### config.mk
export PLATFORM = sky130hd
export DESIGN_NAME = miv_queue
export DESIGN_NICKNAME = d
export VERILOG_FILES = /design/src/hdl/miv_pkg.sv /design/src/hdl/miv_queue.sv
export VERILOG_INCLUDE_DIRS = /design/src /design/src/hdl
export SDC_FILE = /design/constraint.sdc
export NUM_CORES = 1
export LEC_CHECK = 0
export BUFFER_PORTS_ARGS = -buffer_cell sky130_fd_sc_hd__buf_2
export CORE_AREA = 2 2 335 337
export CTS_BUF_LIST = sky130_fd_sc_hd__clkbuf_4
export DETAILED_ROUTE_END_ITERATION = 8
export DIE_AREA = 0 0 337 339
export PLACE_DENSITY = 0.64
export SLEW_MARGIN = 5
export SYNTH_ARGS = -nofsm -noshare
export SYNTH_HDL_FRONTEND = slang
export SYNTH_SLANG_ARGS = --single-unit
### constraint.sdc
create_clock -name clock -period 11.9 [get_ports clock]
set_input_delay 2.38 -clock clock [delete_from_list [all_inputs] [get_ports clock]]
set_output_delay 2.38 -clock clock [all_outputs]
set_load 0.01 [all_outputs]
### src/hdl/matrix_inverse_3x3_unit_macros.svh
// assertion macros shared by the matrix inverse unit
`ifndef MATRIX_INVERSE_3X3_UNIT_MACROS_SVH
`define MATRIX_INVERSE_3X3_UNIT_MACROS_SVH
`ifndef SYNTH
// condition must never hold outside reset
`define MIV_ASSERT_NEVER(label, clk, rst, cond) \
   label: assert property (@(posedge clk) disable iff (rst) !(cond)) \
      else $error("assertion failed: condition must never hold");
// antecedent implies consequent in the same cycle
`define MIV_ASSERT_IMPLIES(label, clk, rst, ante, cons) \
   label: assert property (@(posedge clk) disable iff (rst) (ante) |-> (cons)) \
      else $error("assertion failed: implication violated");
`else
`define MIV_ASSERT_NEVER(label, clk, rst, cond)
`define MIV_ASSERT_IMPLIES(label, clk, rst, ante, cons)
`endif
`endif

### src/hdl/miv_pkg.sv
`timescale 1ns / 1ps
package miv_pkg;

   localparam int ENTRY_W     = 16;
   localparam int RESULT_W    = 32;
   localparam int NLANE       = 9;
   localparam int PROD_W      = 2 * ENTRY_W;
   localparam int COF_W       = PROD_W;
   localparam int DPROD_W     = ENTRY_W + COF_W;
   localparam int DET_W       = DPROD_W + 2;
   localparam int SCALE_SHIFT = 24;
   localparam int NUM_W       = COF_W + SCALE_SHIFT;
   localparam int DMAG_W      = DET_W;
   localparam int QUO_W       = RESULT_W;
   localparam int WIDE_W      = DMAG_W + QUO_W;
   localparam int QUEUE_DEPTH = 4;
   localparam int QPTR_W      = $clog2(QUEUE_DEPTH);

   typedef logic signed [ENTRY_W-1:0] miv_entry_type;
   typedef miv_entry_type [NLANE-1:0] miv_mat_type;
   typedef logic signed [COF_W-1:0] miv_cof_type;
   typedef logic signed [RESULT_W-1:0] miv_result_type;

   // cofactors and determinant handed from front to back
   typedef struct packed {
      miv_cof_type [NLANE-1:0] cof;
      logic signed [DET_W-1:0] det;
   } miv_front_type;

   // one division lane in flight
   typedef struct packed {
      logic              neg;
      logic              ovf;
      logic [NUM_W-1:0]  rem;
      logic [QUO_W-1:0]  quo;
   } miv_lane_type;

   typedef struct packed {
      logic                   singular;
      logic [DMAG_W-1:0]      dmag;
      miv_lane_type [NLANE-1:0] lane;
   } miv_div_type;

endpackage

### src/hdl/miv_queue.sv
`timescale 1ns / 1ps
module miv_queue (
   input  logic                   clock,
   input  logic                   reset,
   input  logic                   push,
   input  miv_pkg::miv_front_type push_data,
   input  logic                   pop,
   output miv_pkg::miv_front_type pop_data,
   output logic                   full,
   output logic                   empty
);
   import miv_pkg::*;
   `include "matrix_inverse_3x3_unit_macros.svh"

   miv_front_type       mem_ff [QUEUE_DEPTH];
   logic [QPTR_W-1:0]   wr_ptr_ff, rd_ptr_ff;
   logic [QPTR_W:0]     count_ff;

   assign full     = (count_ff == (QPTR_W+1)'(QUEUE_DEPTH));
   assign empty    = (count_ff == '0);
   assign pop_data = mem_ff[rd_ptr_ff];

   // pointers and fill count
   always_ff @(posedge clock) begin
      if (reset) begin
         wr_ptr_ff <= '0;
         rd_ptr_ff <= '0;
         count_ff  <= '0;
      end else begin
         if (push) wr_ptr_ff <= wr_ptr_ff + 1'b1;
         if (pop)  rd_ptr_ff <= rd_ptr_ff + 1'b1;
         if (push && !pop)      count_ff <= count_ff + 1'b1;
         else if (pop && !push) count_ff <= count_ff - 1'b1;
      end
   end

   // storage
   always_ff @(posedge clock) begin
      if (push) mem_ff[wr_ptr_ff] <= push_data;
   end

   `MIV_ASSERT_NEVER(a_no_push_full, clock, reset, push && full)
   `MIV_ASSERT_NEVER(a_no_pop_empty, clock, reset, pop && empty)
   `MIV_ASSERT_NEVER(a_count_bound, clock, reset, count_ff > (QPTR_W+1)'(QUEUE_DEPTH))
   `MIV_ASSERT_IMPLIES(a_ptr_match, clock, reset, empty, wr_ptr_ff == rd_ptr_ff)

endmodule

Word-level counts from Yosys, hierarchy flattened
Memories as Yosys holds them, arrays and structs flattened. A register that Yosys moved wholly into a read port is not among the register bits.
Cells that the tools add are included.
W data, S select, Z words.
- register bits: 7
- output and inout port bits: 340
- word-level logic and storage cells: 21
- bits in read-only memories: 0
- RAM bits: 1352
- latch bits: 0
- input bits: 342
- memories kept: 1
- memory list (name ; words ; width ; read ports ; clocked after memory_dff ; write ports ; RTL line ; RTL):
    mem_ff ; 4 ; 338 ; 1 ; 1 ; 1 ; miv_queue.sv:15 ; miv_front_type mem_ff [QUEUE_DEPTH];
- bitwise gates (word level): 0
- reduce and logical (&&, ||, !) cells: 6
- $mul: 0
- order comparisons: 0
- add/sub/neg operators: 4
- mux-type cells: 6
- div/mod/pow operators: 0
- shift operators: 0
- equality and inequality tests: 1
- operators with widths (operator ; number):
    $mux W3 ; 2
    $add A2 B1 Y2 const B ; 2
    $mux W2 ; 2
    $add A3 B1 Y3 const B ; 1
    $eq A3 B3 Y1 const B ; 1
    $logic_not A3 Y1 ; 1
    $sub A3 B1 Y3 const B ; 1
    $logic_and A1 B1 Y1 ; 2
    $logic_not A1 Y1 ; 2
    $mux W1 ; 2
    $reduce_bool A2 Y1 ; 1

Depth between registers and ports, before layout
- word-level depth: 4
- gate-level depth with buffers: 7
- depth with buffers taken out: 7

Least setup slack after synthesis
Ideal clock, no wire load.
- path type: input to register
- start point: input port push
- end point: memory mem_ff[0][0] (netlist bit), enable pin
- path buffers: 0
- arrival: 9.993 ns
- stages: 1
- required time: 11.158 ns
- path slack: 1.165 ns
- cell sequence: and2_1
- word-level cells in the longest chain between the ends: 2
- ends and longest elaborated chain (item ; RTL line ; RTL):
    start, declared ; miv_queue.sv:5 ; input logic push,
    $mux W1 ; miv_queue.sv:39 ; if (push) mem_ff[wr_ptr_ff] <= push_data;
    $mux W1 (implied by the code) ; miv_queue.sv:39 ;
    end, declared ; miv_queue.sv:15 ;
Every way passes these cells.

==> metrics <==
Wirelength per Cell 22.8 um; met3 usage 7.72%; fin nets 3,141; Tmin final between 6 and 7 ns; layout cells sized above 1 between 50% and 60%; Die H 339 um; GP Congestion around 0.76; Die ar. approximately 110,000 um^2; largest net degree at the start of global routing between 100 and 150; status completed; post-route insts no fill ~4,500; Yosys cell types 23; Post-Route Setup TNS 0 ns; Synth Register Bits between 1,000 and 1,500; Post-CTS Setup Bufs 0; Slew @ Worst Pin 1.15 ns; final worst-path cycle share a little under three fifths; drt initial violations 1,230; syn_nets between 2,000 and 2,500; # DRC 0; Inserted Clock Buffers 354; Worst Path Required 9.52 ns; RSZ-0062 raised after global routing no; Final Hold Vio Count 0; Mapped Area between 40,000 and 50,000 um^2; CP Launch Type flip-flop; worst-path cell chain buf_4, buf_12, mux4_2, buf_2; CP Capture Type primary output; DRT Wirelength 103,000 um; vias in the first global route 25,300; biggest cell delay along the critical path 0.83 ns; Num Clock Sinks 1,361; Rows roughly 120; power per standard cell area 176 nW/um^2; Critical-path top delay cell dfxtp_4; Placed Cells slightly below 4,000; Top Ports 682; Core ar. between 100,000 and 150,000 um^2; Final ANT Viol Nets 0; drt via density approximately 5.2; Max-Cap Viols 0; crit-path max FO between 90 and 100; number of buffers on the longest clock path 4; Clk pin slew, worst setup/hold paths 0.06 ns; die span in x 337 um; initial antenna violation count 47; global-route wire length before repair 153,000 um; H-tree levels 5; Initial Util 44.9%; clock skew 0.132 ns; Area Growth Syn to Fin 17.9%; CTS tree yes; PortBufs 681; pins over their slew limit 0; cts repair resizes 0; Crit Path Category flip-flop to primary output; met2 GRT Util 30.0%; sequential fraction of the synthesis area 82.3%; Syn Inst Count 1,810; DR vias ~23,000; DRT Pass-1 Iters 4; Hold Crit Class flip-flop to flip-flop; grt total ovfl 0; Worst-Skew Late Latency 1.17 ns; setup violators final 0; mean area per synthesized cell 27.4 um^2; Leakage between 15 and 20 nW; root buffer cell clkbuf_4; GR peak layer met2; Ys Warns 0; Rel. slew slack 23.5%; maximum vdd drop 0.000111 V; met1 Use GR around 20%; global-route usage over all layers approximately 18%; fmax 146 MHz; dpl hpwl between 60,000 and 70,000 um; critical path arrival 4.47 ns; CTS Hold Bufs 0
## registers in the layout, summed over array words and instances, names as in the netlist, named ones only
signal / flops
mem_ff: 1352
count_ff: 3
rd_ptr_ff: 2
wr_ptr_ff: 2
## synth_stat cells
cell	number	area [um^2]
buf_12	33	661
o21ai_0	1	5.00
nand2_1	1	3.75
edfxtp_1	1352	40600
or3_1	1	6.26
buf_8	3	45.0
inv_1	4	15.0
fa_1	1	20.0
buf_6	1	11.3
buf_4	1	7.51
ha_1	5	62.6
mux4_2	338	7610
a21oi_1	1	5.00
nor2_1	7	26.3
clkbuf_1	5	18.8
xnor2_1	2	17.5
nor3b_1	1	7.51
and2_1	4	25.0
dfxtp_1	9	180
xor2_1	3	26.3
buf_2	34	170
mux2i_1	2	20.0
nor3_1	1	5.00
## power breakdown
part | internal, mW | switching, mW | leakage, nW
sequential | 5.52 | 0.0600 | 12.5
clock | 2.02 | 1.72 | 2.48
combinational | 0.434 | 0.558 | 4.81
total | 7.97 | 2.34 | 19.8
## worst max-delay path, delay by kind of cell (launching register included)
family	cells	cell delay (ns)
buffers and inverters	3	1.54
flip-flops	1	0.83
multiplexers	1	0.61
## placed cells by master, fill, tap and decap left out, drive strengths merged
master / n
clkbuf: 487
dfxtp: 9
nor3: 1
ha: 5
xnor2: 2
or3: 1
xor2: 3
inv: 7
clkinv: 64
bufinv: 7
nor2: 7
edfxtp: 1352
mux2i: 2
and2: 4
clkinvlp: 3
buf: 704
nor3b: 1
mux4: 338
fa: 1
o21ai: 1
diode: 29
a21oi: 1
nand2: 1
## metrics by stage
step | area (um^2) | hold WS [ns] | setup slack [ns] | utilization, % | power (mW)
floorplan | 49600 | 0.466 | 1.16 | - | 6.35
detailed placement | 54200 | 0.499 | 6.09 | 49.1 | 6.69
CTS | 58400 | 0.512 | 4.71 | 52.9 | 10.5
finish | 58400 | 0.510 | 5.05 | 52.9 | 10.3
global route | 58400 | 0.550 | 4.56 | 52.9 | 10.8
global placement | 54200 | 0.478 | 6.14 | 49.1 | 6.67
## final cells by class
type / instances / area (um^2)
diodes: 29 / 72.6
fillers: 8671 / 51900
inverters: 4 / 15.0
flip-flops and latches: 1361 / 40800
well taps: 1488 / 1860
clock inverters: 77 / 500
clock buffers: 487 / 3660
multi-input cells: 368 / 7850
repair buffers: 704 / 3680
## cell families after synthesis
family	share of synthesized area, %
xor+xnor	0.0884
buf+inv	1.87
mux	15.4
fa+ha+maj	0.167
simple gates	0.149
compound gates	0.0202
flops	82.3
## routing by layer
layer  up-vias  share of wire (%)
li1      10100                  -
met1     12000                 35
met2       884                 52
met3       207                9.6
met4        40                2.9
met5         -               0.25
## worst paths after layout
kind,from,to,slack [ns],depth (start not counted)
worst max register to register,wr_ptr_ff[1],mem_ff[1][197],8.27,5
worst max-delay path,flip-flop,pop_data[202],5.05,4
worst min-delay path,count_ff[2],count_ff[2],0.51,2
worst min register to register,count_ff[2],count_ff[2],0.51,2
No activity file was read; power rests on OpenSTA's default activity.
